==> config.mk <==
export PLATFORM = sky130hd
export DESIGN_NAME = lossy_lock_reference_cache
export DESIGN_NICKNAME = d
export VERILOG_FILES = /design/src/rtl/core/llrc_pkg.sv /design/src/rtl/core/llrc_ctrl.sv /design/src/rtl/core/llrc_dp.sv /design/src/rtl/core/lossy_lock_reference_cache.sv
export SDC_FILE = /design/constraint.sdc
export NUM_CORES = 1
export LEC_CHECK = 0
export BUFFER_PORTS_ARGS = -buffer_cell sky130_fd_sc_hd__buf_2
export CELL_PAD_IN_SITES_DETAIL_PLACEMENT = 0
export CELL_PAD_IN_SITES_GLOBAL_PLACEMENT = 1
export CORE_MARGIN = 1
export CORE_UTILIZATION = 50
export CTS_CLUSTER_DIAMETER = 30
export DETAILED_ROUTE_END_ITERATION = 10
export PLACE_DENSITY_LB_ADDON = 0.05
export SETUP_SLACK_MARGIN = 0.1
export SYNTH_ARGS = -nofsm -noshare
export SYNTH_HDL_FRONTEND = slang
export SYNTH_SLANG_ARGS = --single-unit
==> constraint.sdc <==
create_clock -name i_clk -period 8.92 [get_ports i_clk]
set_clock_uncertainty 0.2 [all_clocks]
set_input_delay 1.338 -clock i_clk [delete_from_list [all_inputs] [get_ports i_clk]]
set_output_delay 1.338 -clock i_clk [all_outputs]
set_load 0.02 [all_outputs]
==> src/rtl/core/llrc_pkg.sv <==
// shared types, request codes and result codes for the lossy lock reference cache
package llrc_pkg;

    localparam int CACHE_SLOTS_DEF = 15;

    // request codes
    localparam logic [1:0] OP_REMEMBER = 2'd0;
    localparam logic [1:0] OP_FORGET   = 2'd1;
    localparam logic [1:0] OP_LIST     = 2'd2;

    // result status codes
    localparam logic [2:0] ST_OK          = 3'd0;
    localparam logic [2:0] ST_NOT_OWNED   = 3'd1;
    localparam logic [2:0] ST_IGNORED     = 3'd2;
    localparam logic [2:0] ST_LISTED      = 3'd3;
    localparam logic [2:0] ST_UNAVAILABLE = 3'd4;

    // controller to datapath
    typedef struct packed {
        logic       latch;
        logic       rem_do;
        logic       fgt_do;
        logic       ovf_set;
        logic       ptr_top;
        logic       ptr_clr;
        logic       ptr_dec;
        logic       ptr_inc;
        logic       emit;
        logic [2:0] emit_status;
        logic       emit_entry;
        logic       emit_last;
    } t_cmd;

    // datapath to controller
    typedef struct packed {
        logic [1:0] op;
        logic       ovf;
        logic       fill_zero;
        logic       full;
        logic       match;
        logic       ptr_zero;
        logic       ptr_top;
    } t_stat;

endpackage

==> src/rtl/core/llrc_ctrl.sv <==
// request sequencer for the lossy lock reference cache
module llrc_ctrl (
    input  logic           i_clk,
    input  logic           i_rst_n,
    input  logic           start,
    output logic           busy,
    input  llrc_pkg::t_stat i_stat,
    output llrc_pkg::t_cmd  o_cmd
);
    import llrc_pkg::*;

    typedef enum logic [5:0] {
        S_IDLE = 6'b000001,
        S_EXEC = 6'b000010,
        S_FRD  = 6'b000100,
        S_FCMP = 6'b001000,
        S_LRD  = 6'b010000,
        S_LOUT = 6'b100000
    } t_state;

    t_state r_state, n_state;

    always_ff @(posedge i_clk) begin
        if (!i_rst_n) begin
            r_state <= S_IDLE;
        end else begin
            r_state <= n_state;
        end
    end

    always_comb begin
        n_state = r_state;
        o_cmd   = '0;
        o_cmd.emit_last = 1'b1;
        unique case (r_state)
            S_IDLE: begin
                if (start) begin
                    o_cmd.latch = 1'b1;
                    n_state     = S_EXEC;
                end
            end
            S_EXEC: begin
                n_state = S_IDLE;
                priority case (i_stat.op)
                    OP_REMEMBER: begin
                        o_cmd.emit = 1'b1;
                        if (i_stat.ovf) begin
                            o_cmd.emit_status = ST_IGNORED;
                        end else if (!i_stat.full) begin
                            o_cmd.rem_do      = 1'b1;
                            o_cmd.emit_status = ST_OK;
                        end else begin
                            o_cmd.ovf_set     = 1'b1;
                            o_cmd.emit_status = ST_IGNORED;
                        end
                    end
                    OP_FORGET: begin
                        if (i_stat.ovf) begin
                            o_cmd.emit        = 1'b1;
                            o_cmd.emit_status = ST_IGNORED;
                        end else if (i_stat.fill_zero) begin
                            o_cmd.emit        = 1'b1;
                            o_cmd.emit_status = ST_NOT_OWNED;
                        end else begin
                            // search starts at the newest entry
                            o_cmd.ptr_top = 1'b1;
                            n_state       = S_FRD;
                        end
                    end
                    OP_LIST: begin
                        if (i_stat.ovf || i_stat.fill_zero) begin
                            o_cmd.emit        = 1'b1;
                            o_cmd.emit_status = ST_UNAVAILABLE;
                        end else begin
                            o_cmd.ptr_clr = 1'b1;
                            n_state       = S_LRD;
                        end
                    end
                    default: begin
                        o_cmd.emit        = 1'b1;
                        o_cmd.emit_status = ST_IGNORED;
                    end
                endcase
            end
            S_FRD: begin
                n_state = S_FCMP;
            end
            S_FCMP: begin
                if (i_stat.match) begin
                    o_cmd.fgt_do      = 1'b1;
                    o_cmd.emit        = 1'b1;
                    o_cmd.emit_status = ST_OK;
                    n_state           = S_IDLE;
                end else if (i_stat.ptr_zero) begin
                    o_cmd.emit        = 1'b1;
                    o_cmd.emit_status = ST_NOT_OWNED;
                    n_state           = S_IDLE;
                end else begin
                    o_cmd.ptr_dec = 1'b1;
                    n_state       = S_FRD;
                end
            end
            S_LRD: begin
                n_state = S_LOUT;
            end
            S_LOUT: begin
                o_cmd.emit        = 1'b1;
                o_cmd.emit_status = ST_LISTED;
                o_cmd.emit_entry  = 1'b1;
                o_cmd.emit_last   = i_stat.ptr_top;
                if (i_stat.ptr_top) begin
                    n_state = S_IDLE;
                end else begin
                    o_cmd.ptr_inc = 1'b1;
                    n_state       = S_LRD;
                end
            end
            default: begin
                n_state = S_IDLE;
            end
        endcase
    end

    assign busy = (r_state != S_IDLE);

endmodule

==> src/rtl/core/llrc_dp.sv <==
// slot memory, fill count, overflow flag and result register of the lock reference cache
module llrc_dp #(
    parameter int CACHE_SLOTS = llrc_pkg::CACHE_SLOTS_DEF
) (
    input  logic            i_clk,
    input  logic            i_rst_n,
    input  logic [1:0]      i_op,
    input  logic [63:0]     i_lock_ref,
    input  llrc_pkg::t_cmd  i_cmd,
    output llrc_pkg::t_stat o_stat,
    output logic            o_valid,
    output logic [2:0]      o_status,
    output logic [63:0]     o_entry,
    output logic [3:0]      o_held_count,
    output logic            o_overflowed,
    output logic            o_last
);
    import llrc_pkg::*;

    localparam int FW = $clog2(CACHE_SLOTS + 1);
    localparam int PW = (CACHE_SLOTS > 1) ? $clog2(CACHE_SLOTS) : 1;
    localparam logic [FW-1:0] FILL_MAX = FW'(CACHE_SLOTS);

    logic [63:0]   r_mem [CACHE_SLOTS];
    logic [63:0]   r_rd_data;
    logic [63:0]   r_ref;
    logic [63:0]   r_last_val;
    logic [1:0]    r_op;
    logic [FW-1:0] r_fill, n_fill;
    logic          r_ovf, n_ovf;
    logic [PW-1:0] r_ptr, n_ptr;
    logic [PW-1:0] top_idx;
    logic          ptr_is_top;
    logic          wr_en;
    logic [PW-1:0] wr_addr;
    logic [63:0]   wr_data;
    logic [FW-1:0] held;
    logic [FW+3:0] held_ext;

    logic          r_out_valid;
    logic [2:0]    r_status;
    logic [63:0]   r_entry;
    logic [3:0]    r_held;
    logic          r_ovf_out;
    logic          r_last;

    assign top_idx    = PW'(r_fill - FW'(1));
    assign ptr_is_top = (r_ptr == top_idx);

    always_comb begin
        n_fill  = r_fill;
        n_ovf   = r_ovf;
        n_ptr   = r_ptr;
        wr_en   = 1'b0;
        wr_addr = r_fill[PW-1:0];
        wr_data = r_ref;
        if (i_cmd.rem_do) begin
            wr_en   = 1'b1;
            wr_addr = r_fill[PW-1:0];
            n_fill  = r_fill + FW'(1);
        end
        if (i_cmd.fgt_do) begin
            // newest entry fills the hole
            wr_en   = 1'b1;
            wr_addr = r_ptr;
            wr_data = ptr_is_top ? r_rd_data : r_last_val;
            n_fill  = r_fill - FW'(1);
        end
        if (i_cmd.ovf_set) begin
            n_ovf = 1'b1;
        end
        priority if (i_cmd.ptr_top) begin
            n_ptr = top_idx;
        end else if (i_cmd.ptr_clr) begin
            n_ptr = '0;
        end else if (i_cmd.ptr_dec) begin
            n_ptr = r_ptr - PW'(1);
        end else if (i_cmd.ptr_inc) begin
            n_ptr = r_ptr + PW'(1);
        end
    end

    always_ff @(posedge i_clk) begin
        if (wr_en) begin
            r_mem[wr_addr] <= wr_data;
        end
        r_rd_data <= r_mem[r_ptr];
    end

    always_ff @(posedge i_clk) begin
        if (i_cmd.latch) begin
            r_op  <= i_op;
            r_ref <= i_lock_ref;
        end
        // first compare sees the newest entry, keep it for the move
        if (i_cmd.ptr_dec && ptr_is_top) begin
            r_last_val <= r_rd_data;
        end
    end

    always_ff @(posedge i_clk) begin
        if (!i_rst_n) begin
            r_fill      <= '0;
            r_ovf       <= 1'b0;
            r_ptr       <= '0;
            r_out_valid <= 1'b0;
        end else begin
            r_fill      <= n_fill;
            r_ovf       <= n_ovf;
            r_ptr       <= n_ptr;
            r_out_valid <= i_cmd.emit;
        end
    end

    assign held     = n_ovf ? '0 : n_fill;
    assign held_ext = {4'b0000, held};

    always_ff @(posedge i_clk) begin
        if (i_cmd.emit) begin
            r_status  <= i_cmd.emit_status;
            r_entry   <= i_cmd.emit_entry ? r_rd_data : 64'd0;
            r_held    <= held_ext[3:0];
            r_ovf_out <= n_ovf;
            r_last    <= i_cmd.emit_last;
        end
    end

    assign o_stat.op        = r_op;
    assign o_stat.ovf       = r_ovf;
    assign o_stat.fill_zero = (r_fill == '0);
    assign o_stat.full      = (r_fill == FILL_MAX);
    assign o_stat.match     = (r_rd_data == r_ref);
    assign o_stat.ptr_zero  = (r_ptr == '0);
    assign o_stat.ptr_top   = ptr_is_top;

    assign o_valid      = r_out_valid;
    assign o_status     = r_status;
    assign o_entry      = r_entry;
    assign o_held_count = r_held;
    assign o_overflowed = r_ovf_out;
    assign o_last       = r_last;

endmodule

==> src/rtl/core/lossy_lock_reference_cache.sv <==
// top level of the lossy lock reference cache
// A request is taken when start is high and busy is low; busy stays high until its
// last result has been issued, and each result appears on the o_ ports for one cycle
// with o_valid high, in the cycle after it is decided, with no way to hold it off.
// Handles live in a slot memory with a registered read, so every slot visit passes
// through a read state and then a compare or output state: remember and any request
// that needs no search are decided in the execute state, a forget compares slots
// from the newest down (at most the fill count) to a match or the oldest slot, and a list
// issues one result per slot visit for its n entries. After reset it is ready at once.
module lossy_lock_reference_cache #(
    parameter int CACHE_SLOTS = llrc_pkg::CACHE_SLOTS_DEF
) (
    input  logic        i_clk,
    input  logic        i_rst_n,
    input  logic        start,
    output logic        busy,
    input  logic [1:0]  i_op,
    input  logic [63:0] i_lock_ref,
    output logic        o_valid,
    output logic [2:0]  o_status,
    output logic [63:0] o_entry,
    output logic [3:0]  o_held_count,
    output logic        o_overflowed,
    output logic        o_last
);
    import llrc_pkg::*;

    t_cmd  cmd;
    t_stat stat;

    llrc_ctrl u_ctrl (
        .i_clk   (i_clk),
        .i_rst_n (i_rst_n),
        .start   (start),
        .busy    (busy),
        .i_stat  (stat),
        .o_cmd   (cmd)
    );

    llrc_dp #(
        .CACHE_SLOTS (CACHE_SLOTS)
    ) u_dp (
        .i_clk        (i_clk),
        .i_rst_n      (i_rst_n),
        .i_op         (i_op),
        .i_lock_ref   (i_lock_ref),
        .i_cmd        (cmd),
        .o_stat       (stat),
        .o_valid      (o_valid),
        .o_status     (o_status),
        .o_entry      (o_entry),
        .o_held_count (o_held_count),
        .o_overflowed (o_overflowed),
        .o_last       (o_last)
    );

`ifndef SYNTH
    // nothing is tracked once overflowed
    a_ovf_empty: assert property (@(posedge i_clk) disable iff (!i_rst_n)
        o_valid && o_overflowed |-> o_held_count == 4'd0)
        else $error("overflowed result reports held handles");

    // a taken request keeps the block busy for its decision cycle
    a_accept_busy: assert property (@(posedge i_clk) disable iff (!i_rst_n)
        start && !busy |=> busy)
        else $error("request taken without going busy");

    // the final result frees the block
    a_last_idle: assert property (@(posedge i_clk) disable iff (!i_rst_n)
        o_valid && o_last |-> !busy)
        else $error("busy after final result");

    // a list still in progress keeps the block busy
    a_more_busy: assert property (@(posedge i_clk) disable iff (!i_rst_n)
        o_valid && !o_last |-> busy && o_status == ST_LISTED)
        else $error("non-final result outside a list");
`endif

endmodule
==> results.toml, run 1 <==
[route]
drtIter0Drc = 2234
wl_per_cell_um = 29.1
ant_nets = 0
drt_wl_total_mm = 119
drtPass1Iterations = 7
vias = 23400
routed_via_density = 5.74
drc = 0

[timing]
worstMarginPinSlew_ns = 1.27
setup_tns_ns = 0
max_clock_freq_mhz = 177
setup-violations-final = 0
setup_slack_ns = 3.26
rsz0062_at_grt = "false"
maxSlewViolCount = 0
period_share_pct = 63.5
final.min_clock_period_ns = 5.66
slew_headroom_pct = 15.4
final-hold-violation-count = 0

[global_routing]
grt_util_all_layers_pct = 25.4
grt_pass1_wl_mm = 170
grt_max_degree = 82
antenna_found_initial = 8
use_met1_pct = 35.5
first_global_vias = 24300
met3_usage_pct = 5.01
use_met2_pct = 40.6
grt_remaining_overflow = 0
grt_most_used_layer = "met2"

[run_status]
run_status = "finished clean"

[clocking]
cts-resized-gates = 0
h-tree-depth = 4
cts_buffers = 225
clk_pin_slew_ns = 0.05
cts_tree = "done"
ctsHoldBuffers = 0
clock_path_buffers = 3
clock-sinks = 1243
cts_root_buffer = "clkbuf_16"
insertion_delay_ns = 0.79
post-cts-setup-buffers = 0

[yosys]
yosysTopAreaCellShare_pct = 73.6
synth_area_leaders = "edfxtp_1, mux4_2, dfxtp_1, mux2i_1, xor2_1"
synthArstFlopShare_pct = 0
ys_seq_area_share_pct = 76.9
ys.warnings.count = 0
synth_edf_count = 1163
syn-num-nets = 2403
synth-main-ff-cell = "edfxtp_1"
yosysMostFrequentCell = "edfxtp_1"
syn_inst = 2325
post_synth_num_cell_types = 54
synth_area_per_cell_um2 = 20.4
synth_area_mm2 = 0.0475
yosysTopAreaCell = "edfxtp_1"
netlist_top_cells_count = "edfxtp_1, mux4_2, mux2i_1, nand2_1, dfxtp_1"
ys_ff_latch = 1243

[power]
vdd_drop_max_v = 0.000196
p_leak_nw = 18.9
p_per_area_mw_per_mm2 = 265

[floorplanning]
coreArea_mm2 = 0.0937
start_util_pct = 50.6
ios = 144
die_h_um = 310
fp.dieW_um = 310
dieArea_mm2 = 0.0962
row_count = 112

[worst_setup_path]
worstPathMaxFanout = 57
cp.required_ns = 9.15
worstSetupPathType = "flip-flop to flip-flop"
cp-end-kind = "flip-flop"
crit_arrival_ns = 5.89
r2r_slack_ns = 3.26
start_kind = "flip-flop"

[place]
gp_congestion = 0.747
placed_area_mm2 = 0.0499
port-buffer-count = 143
pre_cts_ws_ns = 3.20
dp_hpwl_mm = 64.5

[hold_path]
hold_class = "flip-flop to flip-flop"

[cells_and_area]
area_growth_pct = 21.6
final_area_mm2 = 0.0577
finalNetCount = 2705
final_util_pct = 61.6
layout-drive-gt1-share_pct = 30.5

[flow_run]
cap_violations = 0
per-layer routing:
layer / up-vias / wire [µm]
met5: - / 0
met4: 0 / 2610
met3: 165 / 6880
met2: 776 / 58300
met1: 12400 / 51200
li1: 10100 / -
cell type report:
| cell class | count | area [µm²] |
|---|---|---|
| inverter | 11 | 41.3 |
| clock buffer | 263 | 5960 |
| sequential | 1243 | 36500 |
| timing repair buffer | 192 | 1130 |
| tap | 1254 | 1570 |
| fill | 6662 | 36000 |
| multi-input combinational | 954 | 10600 |
| antenna | 1 | 2.50 |
| clock inverter | 166 | 1870 |
worst paths after layout:
path	startpoint	endpoint	cells after the start
worst min register to register	u_dp.r_rd_data[12]$_DFF_P_	u_dp.r_last_val[12]$_DFFE_PP_	0
worst min-delay path	u_dp.r_rd_data[12]$_DFF_P_	u_dp.r_last_val[12]$_DFFE_PP_	0
worst max-delay path	u_dp.r_ref[30]$_DFFE_PP_	u_dp.r_mem[11][27]$_DFFE_PP_	9
worst max register to register	u_dp.r_ref[30]$_DFFE_PP_	u_dp.r_mem[11][27]$_DFFE_PP_	9
logic make-up (layout without fill, tap and decap cells):
| logic type | after synthesis | after routing | synth area share, % |
|---|---|---|---|
| adders and majority gates | 9 | 9 | 0.253 |
| muxes | 390 | 390 | 15.0 |
| xor gates and xnor gates | 72 | 72 | 1.36 |
| AOI/OAI and AO/OA | 177 | 177 | 2.02 |
| other | 0 | 1 | 0 |
| buffers and inverters | 128 | 632 | 1.21 |
| DFF | 1243 | 1243 | 76.9 |
| and+or+nand+nor | 306 | 306 | 3.25 |
placed cells by master, fill, tap and decap left out, types with 3 or more instances in the layout:
cell / synthesis / final
nor2b_1: 3 / 3
o22ai_4: 0 / 14
buf_4: 8 / 45
bufinv_16: 0 / 30
clkbuf_16: 0 / 231
nand2_1: 94 / 94
clkbuf_8: 0 / 6
inv_1: 11 / 11
o211ai_1: 3 / 3
and2_1: 68 / 67
mux4_2: 256 / 256
nand4_1: 5 / 5
xor2_1: 68 / 68
nor4_1: 18 / 17
buf_12: 0 / 4
a21oi_1: 71 / 71
nor2_1: 79 / 78
mux2i_1: 133 / 133
nand3_1: 4 / 4
clkinvlp_4: 0 / 36
edfxtp_1: 1163 / 1163
clkinv_8: 0 / 3
nand2b_1: 3 / 3
nand3b_1: 7 / 7
clkinv_4: 0 / 21
xnor2_1: 3 / 3
clkbuf_1: 53 / 26
buf_2: 40 / 143
inv_6: 0 / 19
dfxtp_4: 0 / 4
ha_1: 8 / 8
clkinv_1: 0 / 23
dfxtp_1: 80 / 76
and3_1: 6 / 6
o21ai_0: 72 / 72
nor3b_2: 4 / 3
clkinv_2: 0 / 31
through the flow:
stage | hold WS [ns] | cells | total power [W]
CTS | 0.294 | 4083 | 0.0154
finish | 0.285 | 4084 | 0.0153
floorplan | 0.262 | 2325 | 0.00670
global route | 0.313 | 4083 | 0.0157
global placement | 0.271 | 3654 | 0.00681
detailed placement | 0.284 | 3654 | 0.00682
flip-flops by register name (all words and copies together), names as in the netlist:
name / count
u_ctrl.r_state: 6
u_dp.r_rd_data: 64
u_dp.r_last_val: 64
u_dp.r_ref: 64
u_dp.o_held_count: 4
u_dp.r_op: 2
u_dp.o_entry: 64
u_dp.r_ovf: 1
u_dp.o_overflowed: 1
u_dp.r_fill: 4
u_dp.o_valid: 1
u_dp.o_status: 3
u_dp.r_ptr: 4
u_dp.r_mem: 960
u_dp.o_last: 1
worst max-delay path: stages (launching register included):
cell	delay [ns]
edfxtp_1	0.41
xor2_1	0.21
nor4_1	0.94
nand4_1	0.35
nor4_4	0.35
and2_4	0.64
buf_4	0.51
buf_4	0.69
nor2_1	0.08
a21oi_1	0.83
where the power goes:
part	total (W)	leakage, nW	internal (W)	switching [W]
registers	0.00648	11.1	0.00645	0.0000264
clock network	0.00859	3.73	0.00566	0.00293
logic	0.000232	4.14	0.0000504	0.000182
total	0.0153	18.9	0.0122	0.00314
No activity file was read; power rests on OpenSTA's default activity.
==> run 2: changes to the inputs <==
Clock period 8.92 ns to 5.71 ns, I/O delays scaled along.
==> results.toml, run 2 (synthesis gave the netlist of run 1 again) <==
[worst_setup_path]
crit_arrival_ns = 4.99
r2r_end = "u_dp.r_mem[9][38]$_DFFE_PP_"
r2r-start = "u_dp.r_ref[57]$_DFFE_PP_"
cp-end-kind = "flip-flop"
r2r_slack_ns = 0.95
worstSetupPathType = "flip-flop to flip-flop"
worst-r2r-cell-count = 8
cp_cell_sequence = "xor2_1 -> nor4_1 -> nand4_1 -> nor4_4 -> and2_4 -> buf_12 -> nor2_1 -> a21oi_1"
cp_slowest_cell = "nor4_1"
cp.required_ns = 5.94
start_kind = "flip-flop"
cpPeakStageDelay_ns = 0.99
worstPathMaxFanout = 108

[place]
pre_cts_ws_ns = 0.937
port-buffer-count = 143
placed_area_mm2 = 0.0506
gp_congestion = 0.771
dp_hpwl_mm = 63.5
dp.cells = 3707

[run_status]
run_status = "finished clean"

[cells_and_area]
fillCellCount = 6508
mostFrequentLayoutCell = "edfxtp_1"
multiInputGateArea_mm2 = 0.0106
largest_reg_flops = 960
final_cell_count_no_fill = 4191
final_area_mm2 = 0.0590
seqCellArea_mm2 = 0.0365
layout-drive-gt1-share_pct = 31.2
antennaDiodeCount = 0
final_cell_mix = "edfxtp_1, mux4_2, clkbuf_16"
area_growth_pct = 24.3
regMostFlops = "u_dp.r_mem"
finalNetCount = 2801

[route]
wl_met3_mm = 6.59
routed_via_density = 5.70
drt_wl_total_mm = 118
wl_per_cell_um = 28.2
ant_nets = 0
drc = 0
drtIter0Drc = 2062
drtPass1Iterations = 5
wl_met1_mm = 50.6
wl_met2_mm = 58.3
vias = 23900
top_layer = "met5"

[clocking]
cts-resized-gates = 0
cts_root_buffer = "clkbuf_16"
cts_tree = "done"
cts_buffers = 238
insertion_delay_ns = 0.79
h-tree-depth = 4
post-cts-setup-buffers = 0
clk_pin_slew_ns = 0.05
ctsHoldBuffers = 30
clock_path_buffers = 3
clock-sinks = 1243

[power]
p_per_area_mw_per_mm2 = 413
p_leak_nw = 19.6
vdd_drop_max_v = 0.000327
finalPower_w = 0.0244

[floorplanning]
coreArea_mm2 = 0.0937
ios = 144
die_h_um = 310
start_util_pct = 50.6
row_count = 112
dieArea_mm2 = 0.0962
fp.dieW_um = 310

[global_routing]
grt_util_all_layers_pct = 25.3
grt_max_degree = 109
first_global_vias = 24700
grt_remaining_overflow = 0
grt_pass1_wl_mm = 171
antenna_found_initial = 7

[timing]
maxSlewViolCount = 0
final.min_clock_period_ns = 4.76
rsz0062_at_grt = "false"
final-hold-violation-count = 0
setup-violations-final = 0
max_clock_freq_mhz = 210
slew_headroom_pct = 19.1
worstMarginPinSlew_ns = 1.20
setup_slack_ns = 0.950
period_share_pct = 83.4

[flow_run]
cap_violations = 0

[hold_path]
hold_end = "u_dp.r_ref[29]$_DFFE_PP_"
holdPathStages = 1
hold_class = "primary input to flip-flop"
hp-start = "i_lock_ref[29]"
[run 2: cell count changes in the layout (fill, tap and decap cells not counted), sizes merged]
cell         before  now
bufinv           30   29
clkbuf          263  295
clkinvlp         36   17
dlygate4sd3       0   30
diode             1    0
clkinv           79   92
buf             192  245
[run 2: per-stage QoR]
step	TNS (ns)	hold slack (ns)	util (%)
final	0	0.0526	63.0
after global routing	0	0.00326	63.0
after CTS	0	0.00107	63.0
after detailed placement	0	0.289	54.0
after global placement	0	0.275	54.0
after floorplan	-3.49	0.262	-
[run 2: worst max path at each step]
stage / from / depth (start not counted) / endpoint
floorplan: u_dp.r_ref[50]$_DFFE_PP_ / 9 / u_dp.r_mem[4][0]$_DFFE_PP_
CTS: u_dp.r_ref[57]$_DFFE_PP_ / 8 / u_dp.r_mem[2][12]$_DFFE_PP_
detailed placement: u_dp.r_ref[57]$_DFFE_PP_ / 8 / u_dp.r_mem[2][11]$_DFFE_PP_
finish: u_dp.r_ref[57]$_DFFE_PP_ / 8 / u_dp.r_mem[9][38]$_DFFE_PP_
global placement: u_dp.r_ref[57]$_DFFE_PP_ / 8 / u_dp.r_mem[2][14]$_DFFE_PP_
global route: u_dp.r_ref[12]$_DFFE_PP_ / 8 / u_dp.r_mem[12][47]$_DFFE_PP_
[run 2: report_power, final]
part | total [W] | internal [W] | switching [W]
Clock | 0.0138 | 0.00913 | 0.00471
Sequential | 0.0101 | 0.0101 | 0.0000456
Combinational | 0.000415 | 0.000120 | 0.000295
[run 2: layout make-up]
class | instances | share of cell area [%]
well taps | 1254 | 2.66
multi-input cells | 954 | 18.0
repair buffers | 275 | 3.63
flip-flops and latches | 1243 | 61.9
inverters | 11 | 0.0700
clock inverters | 159 | 3.15
clock buffers | 295 | 10.6
[run 2: worst max-delay path, delay by kind of cell (launching register included)]
family	cells	cell delay, ns
buffers and inverters	1	0.43
and+or+nand+nor	5	2.10
AOI/OAI and AO/OA	1	0.80
DFF	1	0.43
xor gates and xnor gates	1	0.27
[run 2: metal layers]
layer | vias up | global-route usage [%]
met3 | 180 | 5.06
li1 | 10300 | -
met4 | 6 | 7.97
met2 | 736 | 40.8
met5 | - | 0
met1 | 12600 | 35.0
